File: config.mk
export PLATFORM = sky130hd
export DESIGN_NAME = ccr_sqrt
export DESIGN_NICKNAME = d
export VERILOG_FILES = /design/src/hw/rtl/ccr_pkg.sv /design/src/hw/rtl/ccr_sqrt.sv
export SDC_FILE = /design/constraint.sdc
export NUM_CORES = 2
export LEC_CHECK = 0
export BUFFER_PORTS_ARGS = -buffer_cell sky130_fd_sc_hd__buf_2
export CAP_MARGIN = 15
export CORE_ASPECT_RATIO = 1.2
export CORE_MARGIN = 4
export CORE_UTILIZATION = 35
export CTS_CLUSTER_SIZE = 25
export DETAILED_ROUTE_END_ITERATION = 8
export HOLD_SLACK_MARGIN = 0.03
export PLACE_DENSITY = 0.55
export SYNTH_ARGS = -nofsm -noshare
export SYNTH_HDL_FRONTEND = slang
export SYNTH_SLANG_ARGS = --single-unit
File: constraint.sdc
create_clock -name clk -period 4.7 [get_ports clk]
set_clock_uncertainty 0.05 [all_clocks]
set_input_delay 0 -clock clk [delete_from_list [all_inputs] [get_ports clk]]
set_output_delay 0 -clock clk [all_outputs]
set_load 0.02 [all_outputs]
File: src/hw/rtl/ccr_pkg.sv
// ----------------------------------------------------------------------------
// ccr_pkg
// Shared types and constants for the circle collision test and resolve block.
// ----------------------------------------------------------------------------
`timescale 1ns / 1ps

package ccr_pkg;

  // fixed point format and push-out margin of 0.1 pixel
  localparam int FRAC_BITS = 8;
  localparam int MARGIN_Q  = ((1 << FRAC_BITS) + 5) / 10;

  // configuration
  localparam logic       REG_PPU   = 1'b0;
  localparam logic [10:0] PPU_RESET = 11'd100;

  // operation codes
  localparam logic OP_CIRCLE = 1'b0;
  localparam logic OP_BOX    = 1'b1;

  // datapath widths
  localparam int DX_W   = 26;  // separation component
  localparam int RCH_W  = 29;  // combined reach
  localparam int SQ_W   = 54;  // four times squared length
  localparam int DIST_W = 27;  // rounded distance
  localparam int DEN_W  = 28;  // distance times scale
  localparam int OV_W   = 31;  // signed overlap
  localparam int NUM_W  = 57;  // rounded dividend magnitude
  localparam int Q_W    = 25;  // quotient bits before saturation

  localparam logic [23:0] SAT_POS = 24'h7fffff;
  localparam logic [23:0] SAT_NEG = 24'h800000;
  localparam logic [Q_W-1:0] LIM_POS = 25'd8388607;
  localparam logic [Q_W-1:0] LIM_NEG = 25'd8388608;

  // one collision pair
  typedef struct packed {
    logic               op;
    logic signed [23:0] circle_x;
    logic signed [23:0] circle_y;
    logic        [15:0] circle_radius;
    logic signed [23:0] other_x;
    logic signed [23:0] other_y;
    logic        [15:0] other_radius;
    logic        [15:0] box_width;
    logic        [15:0] box_height;
  } pair_t;

  // geometry that rides along the square root
  typedef struct packed {
    logic                   hit;
    logic                   op;
    logic signed [DX_W-1:0] dx;
    logic signed [DX_W-1:0] dy;
    logic       [RCH_W-1:0] reach;
  } side_t;

  // one rounded division job
  typedef struct packed {
    logic [NUM_W-1:0] num;
    logic [DEN_W-1:0] den;
    logic             neg;
    logic             zero;
    logic             flag;
  } div_job_t;

  // one result item
  typedef struct packed {
    logic        hit;
    logic [23:0] corr_x;
    logic [23:0] corr_y;
  } result_t;

endpackage

File: src/hw/rtl/ccr_sqrt.sv
// ----------------------------------------------------------------------------
// ccr_sqrt
// Pipelined integer square root, one result bit per stage.
// ----------------------------------------------------------------------------
`timescale 1ns / 1ps

module ccr_sqrt import ccr_pkg::*; (
  input  logic            clk,
  input  logic            rst,
  input  logic            en,
  input  logic            in_valid,
  input  logic [SQ_W-1:0] in_sq,
  input  side_t           in_side,
  output logic            out_valid,
  output logic [SQ_W-1:0] out_root,
  output side_t           out_side
);

  localparam int STEPS = SQ_W / 2;

  logic            vs   [0:STEPS];
  logic [SQ_W-1:0] rem  [0:STEPS];
  logic [SQ_W-1:0] root [0:STEPS];
  side_t           sd   [0:STEPS];

  assign vs[0]   = in_valid;
  assign rem[0]  = in_sq;
  assign root[0] = '0;
  assign sd[0]   = in_side;

  for (genvar j = 0; j < STEPS; j++) begin : g_step
    localparam logic [SQ_W-1:0] BIT = SQ_W'(1) << (2 * (STEPS - 1 - j));
    logic [SQ_W-1:0] trial;
    assign trial = root[j] + BIT;

    always_ff @(posedge clk) begin
      if (rst) begin
        vs[j+1] <= 1'b0;
      end else if (en) begin
        vs[j+1] <= vs[j];
      end
    end

    // one digit of the root per stage
    always_ff @(posedge clk) begin
      if (en) begin
        sd[j+1] <= sd[j];
        if (rem[j] >= trial) begin
          rem[j+1]  <= rem[j] - trial;
          root[j+1] <= (root[j] >> 1) + BIT;
        end else begin
          rem[j+1]  <= rem[j];
          root[j+1] <= root[j] >> 1;
        end
      end
    end
  end

  assign out_valid = vs[STEPS];
  assign out_root  = root[STEPS];
  assign out_side  = sd[STEPS];

endmodule

==> reports/metrics.cfg <==
[drt]
route.detailed.drc = 0
first_pass_iters = 6
via_per_inst = 4.67
ant_nets = 0
routed_wl_mm = 280
num_vias = 75000
drtIter0Drc = 4865
wire_per_inst_um = 17.5

[pwr]
leakage_nw = 63.7
combPwrFrac_pct = 10.7
seqPwrFrac_pct = 52.2
p_sw_mw = 20.8
intPower_mw = 66.0
power.share.clock_pct = 37.0
p_per_area_nw_per_um2 = 486
total_power_mw = 86.8
ir_drop_v = 0.000361
swShare_pct = 24.0

[clock_network]
cts_buffer_depth = 4
clock_latency_ps = 1000
cts_tree = done
cts_max_level = 5
cts_inserted_buffers = 409
post_cts_resized = 0
clkSinkCount = 4050
cts_root_buf = clkbuf_16
clkTransAtPathRegs_ps = 60

[place]
place_hpwl_mm = 191
place.gp.congestion = 0.940
portBuffers = 251

[logic_synthesis]
synth_seq_cells = 4050
ys_async_sr_fraction_pct = 0
synth_top_family_by_area = simple AND/OR/NAND/NOR gates
synthCells = 9059
synth_edf_count = 4023
synthMuxAreaShare_pct = 0.662
synthSimpleGateAreaFrac_pct = 6.59
synthXorXnorAreaFrac_pct = 3.46
synth_top_flop_cell = edfxtp_1
synthAdderAreaFrac_pct = 3.27
post_synth_num_cell_types = 92
yosys_warnings = 0
syn_area_um2 = 154000
syn_area_per_cell_um2 = 17.0
yosysSeqAreaShare_pct = 79.0
synth-compound-area-share_pct = 4.97

[setup_path]
r2r_cells = 10
crit_required_ps = 5250
end_kind = flip-flop
path_class = reg2reg
worst-endpoint-arrival_ps = 4900
worstPathCellList = or4_1, or3_1, nor4_1, a31oi_1, a31o_2, a41oi_1, o211ai_1, buf_4, nor4b_1, xor2_1
cp_slowest_stage_delay_ps = 750
cp_top_family = simple AND/OR/NAND/NOR gates
regToRegSetupSlack_ps = 350
critPathBufInv = 1
crit_slowest_cell = nor4_1
r2r-end = rem[203]$_DFFE_PP_
reg2reg_from = rem[250]$_DFFE_PP_
path_max_fanout = 12
critPathLaunchType = flip-flop

[finish]
ff_latch_area_um2 = 121000
multi_input_area_um2 = 29200
areaGrowthSynthToFinish_pct = 16.4
layout-drive-gt1-share_pct = 10.7
fillers = 39000
layout.nets = 10500

[timing]
hold_viol = 0
maxSlewHeadroom_pct = 17.9
drv_slew = 0
tightest_slew_ps = 1220
post-route-period-util_pct = 92.6
fmax_mhz = 230
finalCriticalPeriod_ps = 4350
setup_viol = 0
grt_setup_unrepaired = no
tns_ps = 0

[grt]
grt_pass1_wl_mm = 436
antenna_found_initial = 3
grt.total_usage_pct = 12.2
grt-ovfl-total = 0
grt_max_degree = 180
grt_pass1_vias = 78700

[die]
pin_count = 279
die_width_um = 613
dieArea_um2 = 449000
start_util_pct = 35.1
rows = 266
dieHeight_um = 734
core_um2 = 437000

[min_path]
hp-start = in_sq[34]
hp-class = in2reg
hold_path_end = rem[1438]$_DFFE_PP_
whs_path_depth = 3

[flow_run]
max_cap_violations = 0

[status]
status = finished, final reports clean

-- layer usage --
metal	up-vias	track usage [%]	routed length, µm
met1	36500	12.4	101000
met4	0	6.48	15700
met3	715	1.96	9970
met5	-	0	0
met2	1444	23.5	153000
li1	36300	-	-
-- registers in the layout (all words and copies together) (netlist names) --
signal,flops
sd,2158
out_valid,1
out_side,83
out_root,27
root,351
vs,26
rem,1404
-- worst max-delay path by stage --
stage,endpoint,from,depth (start not counted)
after global placement,rem[203]$_DFFE_PP_,rem[250]$_DFFE_PP_,10
after CTS,rem[203]$_DFFE_PP_,rem[250]$_DFFE_PP_,10
final,rem[203]$_DFFE_PP_,rem[250]$_DFFE_PP_,10
after detailed placement,rem[203]$_DFFE_PP_,rem[250]$_DFFE_PP_,10
after floorplan,rem[209]$_DFFE_PP_,rem[244]$_DFFE_PP_,12
after global routing,rem[203]$_DFFE_PP_,rem[250]$_DFFE_PP_,10
-- cell usage after synthesis, types with 17 or more instances --
master,n,area (µm²)
and2_1,18,113
mux2_2,37,417
nand2b_1,96,601
nor2b_1,50,313
nor3_1,180,901
a211o_1,17,149
buf_4,110,826
nor4b_1,26,228
nor2_1,432,1620
nor4_1,215,1350
nand3_1,103,515
a21oi_1,395,1980
or2_2,27,169
clkbuf_1,99,372
o211ai_1,25,188
and3_1,23,144
or4_1,50,375
a21o_1,133,998
o21a_1,77,578
nor3b_1,21,158
o21ai_1,18,90.1
o31ai_1,34,255
ha_1,401,5020
a31oi_1,38,238
edfxtp_1,4023,121000
a211oi_1,33,248
xor2_1,306,2680
o21ai_0,303,1520
dfxtp_1,27,541
inv_1,485,1820
nand2_1,434,1630
mux2i_1,42,420
nand4_1,115,719
xnor2_1,300,2630
or3_1,78,488
nand4b_1,20,175
o21bai_1,28,210
-- cells by family (layout without fill, tap and decap cells) --
| group | count (synthesis) | count (layout) |
|---|---|---|
| buffers and inverters | 719 | 1916 |
| other | 1 | 34 |
| muxes | 95 | 95 |
| AOI/OAI and AO/OA | 1234 | 1234 |
| adders and majority gates | 401 | 401 |
| xor gates and xnor gates | 606 | 606 |
| DFF | 4050 | 4050 |
| and+or+nand+nor | 1953 | 1953 |
-- worst register-to-register path, cell delays in order, from the launching register on --
cell      delay (ps)
edfxtp_1         420
or4_1            580
or3_1            510
nor4_1           750
a31oi_1          290
a31o_2           300
a41oi_1          290
o211ai_1         190
buf_4            230
nor4b_1          370
xor2_1           120
-- area by class of cell --
type	count	share of cell area, %
clock buffers	498	5.98
repair buffers	679	3.13
well taps	5762	4.03
flip-flops and latches	4050	67.9
multi-input cells	4316	16.4
diodes	7	0.00980
inverters	489	1.03
clock inverters	250	1.55
-- layout by cell type (no fill, tap or decap), drive strengths merged, types with 27 or more instances in the layout --
cell type,Yosys,final
o31ai,34,34
a21oi,395,395
bufinv,0,44
inv,489,504
mux2,53,53
dlygate4sd3,0,281
edfxtp,4023,4023
buf,131,397
nor2b,50,50
a31oi,38,38
nand4,115,115
a211oi,33,33
nand3,103,103
clkinv,0,169
o21bai,28,28
or4,50,50
xnor2,300,300
or2,33,33
nor3,183,183
a21o,133,133
nor2,432,432
nor4,219,219
nand2,434,434
o21ai,321,321
conb,1,27
o21a,77,77
dfxtp,27,27
xor2,306,306
mux2i,42,42
clkbuf,99,499
or3,80,80
nand2b,96,96
ha,401,401
-- stage by stage --
stage / utilization [%] / instance area [µm²] / cells / hold slack, ps / setup slack [ps]
floorplan: - / 154000 / 9085 / 48.9 / 1440
global placement: 37.1 / 162000 / 15000 / 126 / 253
detailed placement: 37.1 / 162000 / 15000 / 128 / 172
CTS: 40.9 / 179000 / 16000 / 55.8 / 159
global route: 40.9 / 179000 / 16000 / 129 / 2.21
finish: 40.9 / 179000 / 16100 / 204 / 350
-- power groups by stage --
stage | Sequential, mW | Combinational [mW] | Clock (mW)
3_5_place_dp | 46.1 | 9.10 | 0
3_3_place_gp | 46.0 | 8.88 | 0
4_1_cts | 45.4 | 9.32 | 33.4
5_1_grt | 45.7 | 10.3 | 34.9
6_report | 45.4 | 9.30 | 32.2
2_1_floorplan | 45.3 | 6.21 | 0
-- timing repair --
action	in CTS	in global routing
hold buffers	281	0
buffers inserted	0	0
endpoints found under the hold margin	927	0
(Power assumes the default switching activity.)
