===== src/hw/rtl/ccr_pkg.sv =====
// ----------------------------------------------------------------------------
// ccr_pkg
// Shared types and constants for the circle collision test and resolve block.
// ----------------------------------------------------------------------------
`timescale 1ns / 1ps

package ccr_pkg;

  // fixed point format and push-out margin of 0.1 pixel
  localparam int FRAC_BITS = 8;
  localparam int MARGIN_Q  = ((1 << FRAC_BITS) + 5) / 10;

  // configuration
  localparam logic       REG_PPU   = 1'b0;
  localparam logic [10:0] PPU_RESET = 11'd100;

  // operation codes
  localparam logic OP_CIRCLE = 1'b0;
  localparam logic OP_BOX    = 1'b1;

  // datapath widths
  localparam int DX_W   = 26;  // separation component
  localparam int RCH_W  = 29;  // combined reach
  localparam int SQ_W   = 54;  // four times squared length
  localparam int DIST_W = 27;  // rounded distance
  localparam int DEN_W  = 28;  // distance times scale
  localparam int OV_W   = 31;  // signed overlap
  localparam int NUM_W  = 57;  // rounded dividend magnitude
  localparam int Q_W    = 25;  // quotient bits before saturation

  localparam logic [23:0] SAT_POS = 24'h7fffff;
  localparam logic [23:0] SAT_NEG = 24'h800000;
  localparam logic [Q_W-1:0] LIM_POS = 25'd8388607;
  localparam logic [Q_W-1:0] LIM_NEG = 25'd8388608;

  // one collision pair
  typedef struct packed {
    logic               op;
    logic signed [23:0] circle_x;
    logic signed [23:0] circle_y;
    logic        [15:0] circle_radius;
    logic signed [23:0] other_x;
    logic signed [23:0] other_y;
    logic        [15:0] other_radius;
    logic        [15:0] box_width;
    logic        [15:0] box_height;
  } pair_t;

  // geometry that rides along the square root
  typedef struct packed {
    logic                   hit;
    logic                   op;
    logic signed [DX_W-1:0] dx;
    logic signed [DX_W-1:0] dy;
    logic       [RCH_W-1:0] reach;
  } side_t;

  // one rounded division job
  typedef struct packed {
    logic [NUM_W-1:0] num;
    logic [DEN_W-1:0] den;
    logic             neg;
    logic             zero;
    logic             flag;
  } div_job_t;

  // one result item
  typedef struct packed {
    logic        hit;
    logic [23:0] corr_x;
    logic [23:0] corr_y;
  } result_t;

endpackage


===== src/hw/rtl/ccr_div.sv =====
// ----------------------------------------------------------------------------
// ccr_div
// Pipelined restoring divider with overflow check and 24-bit saturation.
// One quotient bit per stage.
// ----------------------------------------------------------------------------
`timescale 1ns / 1ps

module ccr_div import ccr_pkg::*; (
  input  logic        clk,
  input  logic        rst,
  input  logic        en,
  input  logic        in_valid,
  input  div_job_t    in_job,
  output logic        out_valid,
  output logic        out_flag,
  output logic [23:0] out_value
);

  // per-stage job state
  typedef struct packed {
    logic [NUM_W-1:0] rem;
    logic [DEN_W-1:0] den;
    logic [Q_W-1:0]   quo;
    logic             ovf;
    logic             neg;
    logic             zero;
    logic             flag;
  } step_t;

  logic  vs [0:Q_W];
  step_t st [0:Q_W];

  // first stage: quotient would not fit in the kept bits
  logic [NUM_W:0] lim;
  assign lim = {1'b0, in_job.den, {Q_W{1'b0}}} << (NUM_W + 1 - DEN_W - Q_W);

  always_ff @(posedge clk) begin
    if (rst) begin
      vs[0] <= 1'b0;
    end else if (en) begin
      vs[0] <= in_valid;
    end
  end

  always_ff @(posedge clk) begin
    if (en) begin
      st[0].rem  <= in_job.num;
      st[0].den  <= in_job.den;
      st[0].quo  <= '0;
      st[0].ovf  <= ({1'b0, in_job.num} >= (lim >> (NUM_W + 1 - DEN_W - Q_W)));
      st[0].neg  <= in_job.neg;
      st[0].zero <= in_job.zero;
      st[0].flag <= in_job.flag;
    end
  end

  // one quotient bit per stage, most significant first
  for (genvar j = 0; j < Q_W; j++) begin : g_step
    localparam int SH = Q_W - 1 - j;
    logic [NUM_W-1:0] sub;
    step_t            st_next;
    assign sub = NUM_W'(st[j].den) << SH;

    always_comb begin
      st_next = st[j];
      if (st[j].rem >= sub) begin
        st_next.rem     = st[j].rem - sub;
        st_next.quo[SH] = 1'b1;
      end
    end

    always_ff @(posedge clk) begin
      if (rst) begin
        vs[j+1] <= 1'b0;
      end else if (en) begin
        vs[j+1] <= vs[j];
      end
    end

    always_ff @(posedge clk) begin
      if (en) begin
        st[j+1] <= st_next;
      end
    end
  end

  // final stage: sign and saturation
  logic [23:0] val;

  always_comb begin
    if (st[Q_W].zero) begin
      val = '0;
    end else if (st[Q_W].neg) begin
      if (st[Q_W].ovf || (st[Q_W].quo > LIM_NEG)) begin
        val = SAT_NEG;
      end else begin
        val = 24'(~st[Q_W].quo + Q_W'(1));
      end
    end else begin
      if (st[Q_W].ovf || (st[Q_W].quo > LIM_POS)) begin
        val = SAT_POS;
      end else begin
        val = st[Q_W].quo[23:0];
      end
    end
  end

  always_ff @(posedge clk) begin
    if (rst) begin
      out_valid <= 1'b0;
    end else if (en) begin
      out_valid <= vs[Q_W];
    end
  end

  always_ff @(posedge clk) begin
    if (en) begin
      out_flag  <= st[Q_W].flag;
      out_value <= val;
    end
  end

endmodule


===== config.mk =====
export PLATFORM = sky130hd
export DESIGN_NAME = ccr_div
export DESIGN_NICKNAME = d
export VERILOG_FILES = /design/src/hw/rtl/ccr_pkg.sv /design/src/hw/rtl/ccr_div.sv
export SDC_FILE = /design/constraint.sdc
export NUM_CORES = 2
export LEC_CHECK = 0
export BUFFER_PORTS_ARGS = -buffer_cell sky130_fd_sc_hd__buf_4
export CAP_MARGIN = 10
export CORE_UTILIZATION = 25
export CTS_CLUSTER_DIAMETER = 120
export DETAILED_ROUTE_END_ITERATION = 10
export PLACE_DENSITY = 0.39
export SLEW_MARGIN = 20
export SYNTH_ARGS = -nofsm -noshare
export SYNTH_HDL_FRONTEND = slang
export SYNTH_SLANG_ARGS = --single-unit
export TNS_END_PERCENT = 10

===== constraint.sdc =====
create_clock -name clk -period 8.55 [get_ports clk]
set_clock_uncertainty 0.05 [all_clocks]
set_input_delay 1.2825 -clock clk [delete_from_list [all_inputs] [get_ports clk]]
set_output_delay 1.2825 -clock clk [all_outputs]
set_load 0.01 [all_outputs]

==> flow_metrics.env <==
export IMPL_yosysTopAreaCell="edfxtp_1"
export IMPL_grt_pass1_vias=91785
export IMPL_layout_common_cells="edfxtp_1 (2605), inv_1 (916), nand2_1 (882)"
export IMPL_syn_nets=12397
export IMPL_endpoint_kind="flop"
export IMPL_async_flop_share_pct=0
export IMPL_critical_path_max_stage_delay_ps=1010
export IMPL_firstDrtPassIters=5
export IMPL_vias=86236
export IMPL_path_common_cell="inv_1"
export IMPL_path_max_fanout=47
export IMPL_root_buffer="clkbuf_16"
export IMPL_dieArea_um2=542000
export IMPL_cts_hold_buffers=0
export IMPL_synthToLayoutAreaGrowth_pct=15.3
export IMPL_slowest_stage="a2111oi_4"
export IMPL_coreArea_um2=537000
export IMPL_r2r_end="st[6][78]"
export IMPL_fin_crit_ps=5170
export IMPL_cpLargestDelayFamily="compound AO/OA/AOI/OAI gates"
export IMPL_ff2ff_path_depth=14
export IMPL_path_class="flop to flop"
export IMPL_synthXorXnorAreaFrac_pct=6.15
export IMPL_place_inst=18642
export IMPL_outcome="complete, no violations"
export IMPL_final_nets=12640
export IMPL_worstPathRequired_ps=9180
export IMPL_synth_seq_cells=2606
export IMPL_powerDensity_nw_per_um2=320
export IMPL_power_leakage_uw=0.0576
export IMPL_slew_headroom_pct=19.6
export IMPL_post_cts_resized=0
export IMPL_grt_pass1_wl_um=531000
export IMPL_hold_viol_final=0
export IMPL_cts_num_sinks=2606
export IMPL_drive_gt1_share_pct=7.29
export IMPL_critPathLaunch="st[5][184]"
export IMPL_ios=118
export IMPL_dpl_hpwl_um=270000
export IMPL_synth_top_flop_cell="edfxtp_1"
export IMPL_start_kind="flop"
export IMPL_period_share_pct=60.5
export IMPL_worstMarginPinSlew_ps=1190
export IMPL_hold_depth=0
export IMPL_r2r_slack_ps=3380
export IMPL_viasPerCell=4.47
export IMPL_crit_end="st[6][78]"
export IMPL_clockBufferDepth=4
export IMPL_crit_chain="inv_1 -> ha_1 -> inv_1 -> fa_1 -> a211oi_1 -> o21ai_0 -> nand2_1 -> a21oi_1 -> a211oi_1 -> o221ai_1 -> a2111oi_4 -> inv_1 -> buf_4 -> mux2_2"
export IMPL_synth_adder_area_share_pct=7.13
export IMPL_synth_top_area_share_pct=58.0
export IMPL_r2r_start="st[5][184]"
export IMPL_rows=269
export IMPL_clock_fmax_mhz=193
export IMPL_antenna_found_initial=9
export IMPL_io_buffer_count=117
export IMPL_fp_dieH_um=737
export IMPL_layout_commonest_cell="edfxtp_1"
export IMPL_synth_area_top_cells="edfxtp_1 (58%), ha_1 (6.8%), xnor2_1 (3.3%)"
export IMPL_syn_area_per_cell_um2=11.7
export IMPL_wirelength_um=351000
export IMPL_finalSetupViolCount=0
export IMPL_setup_tns_final_ps=0
export IMPL_finalMaxSlewViolations=0
export IMPL_cts_clk_slew_worst_paths_ps=60
export IMPL_start_util_pct=25.1
export IMPL_synth_top_family_by_area="compound AO/OA/AOI/OAI gates"
export IMPL_htree_levels=5
export IMPL_first_iter_violations=3772
export IMPL_clock_latency_ps=940
export IMPL_synthCells=11551
export IMPL_tritoncts="done"
export IMPL_synth_compound_area_share_pct=12.7
export IMPL_crit_arrival_ps=5800
export IMPL_die_w_um=737
export IMPL_synthMuxAreaShare_pct=0.871
export IMPL_drv_cap=0
export IMPL_hp_class="flop to flop"
export IMPL_ys_seq_area_share_pct=58.0
export IMPL_grt_use_total_pct=12.5
export IMPL_syn_area_um2=135000
export IMPL_antenna_left=0
export IMPL_cts_setup_buffers=0
export IMPL_routed_top_layer="met4"
export IMPL_final_cells=19275
export IMPL_rsz0062_at_grt="false"
export IMPL_gp_congestion=0.866
export IMPL_synth_edf_count=2605
export IMPL_numCtsBuffers=331
export IMPL_wl_met2_um=189000
export IMPL_drc=0
export IMPL_ys_warn_count=0
export IMPL_wl_met1_um=123000
export IMPL_grt_max_degree=177
export IMPL_peakVddDrop_uv=154
export IMPL_netlist_cell_type_count=95
export IMPL_cp_depth=14
export IMPL_path_buf_inv=4
export IMPL_yosys_area_share_simple_pct=11.7
export IMPL_wl_per_cell_um=18.2
export IMPL_met3WireLength_um=9000
export IMPL_overflow=0
state kept, by name, indices dropped and copies added (netlist names):
register	count
vs	26
out_flag	1
st	2554
out_value	24
out_valid	1
worst min-delay path by stage:
stage               slack [ps]           to        start
floorplan                  350     out_flag  st[12][114]
global placement           350  st[11][137]   st[11][23]
detailed placement         350  st[10][128]   st[10][14]
CTS                        350   st[6][138]    st[6][24]
global route               360   st[8][133]    st[8][19]
finish                     360   st[6][138]    st[6][24]
area by class of cell:
class / count / area, µm²
Timing Repair Buffer: 209 / 1790
Clock buffer: 409 / 8640
Sequential cell: 2606 / 78200
Multi-Input combinational cell: 7725 / 52300
Antenna cell: 34 / 85.1
Inverter: 921 / 3460
Tap cell: 7181 / 8980
Clock inverter: 190 / 1970
Fill cell: 55062 / 381000
where the power goes:
group / leakage [µW] / internal [µW] / total, µW / switching [µW]
logic: 0.0273 / 6980 / 17000 / 10000
registers: 0.0252 / 17500 / 19000 / 1520
clock network: 0.00511 / 8180 / 13800 / 5580
total: 0.0576 / 32700 / 49800 / 17100
worst reg2reg max path, cell delays in order (launching register included):
cell,delay [ps]
edfxtp_1,400
inv_1,70
ha_1,150
inv_1,50
fa_1,410
a211oi_1,440
o21ai_0,370
nand2_1,170
a21oi_1,130
a211oi_1,480
o221ai_1,340
a2111oi_4,1010
inv_1,140
buf_4,330
mux2_2,380
metal layers:
layer  global-route usage [%]  vias to the layer above
li1                         -                    43426
met2                     24.9                     1429
met1                     11.5                    40460
met5                        0                        -
met4                     9.43                        0
met3                     1.45                      921
cells by family after synthesis:
group,count (synthesis)
AO/OA/AOI/OAI,2751
XOR/XNOR,947
AND/OR/NAND/NOR,3168
flip-flops,2606
multiplexers,105
adder cells (fa/ha/maj),754
buffers and inverters,1220
Yosys cell counts (all sizes together), types with 123 or more instances:
master	n
a21o	400
a21oi	859
clkbuf	261
edfxtp	2605
ha	730
inv	920
nand2	882
nand2b	133
nand3	178
nand4	153
nor2	715
nor3	237
nor4	182
o21ai	729
or3	123
xnor2	511
xor2	436
stage by stage:
step	cell area, µm²	hold slack (ps)	total power (µW)	utilization, %	setup slack (ps)
after floorplan	135000	350	31100	-	4750
final	155000	357	49800	29.0	3380
after global placement	145000	350	36400	27.0	2140
after CTS	155000	349	50500	28.9	3430
after detailed placement	145000	355	36300	27.0	3450
after global routing	155000	365	52900	29.0	3160
No activity file was read; power rests on OpenSTA's default activity.
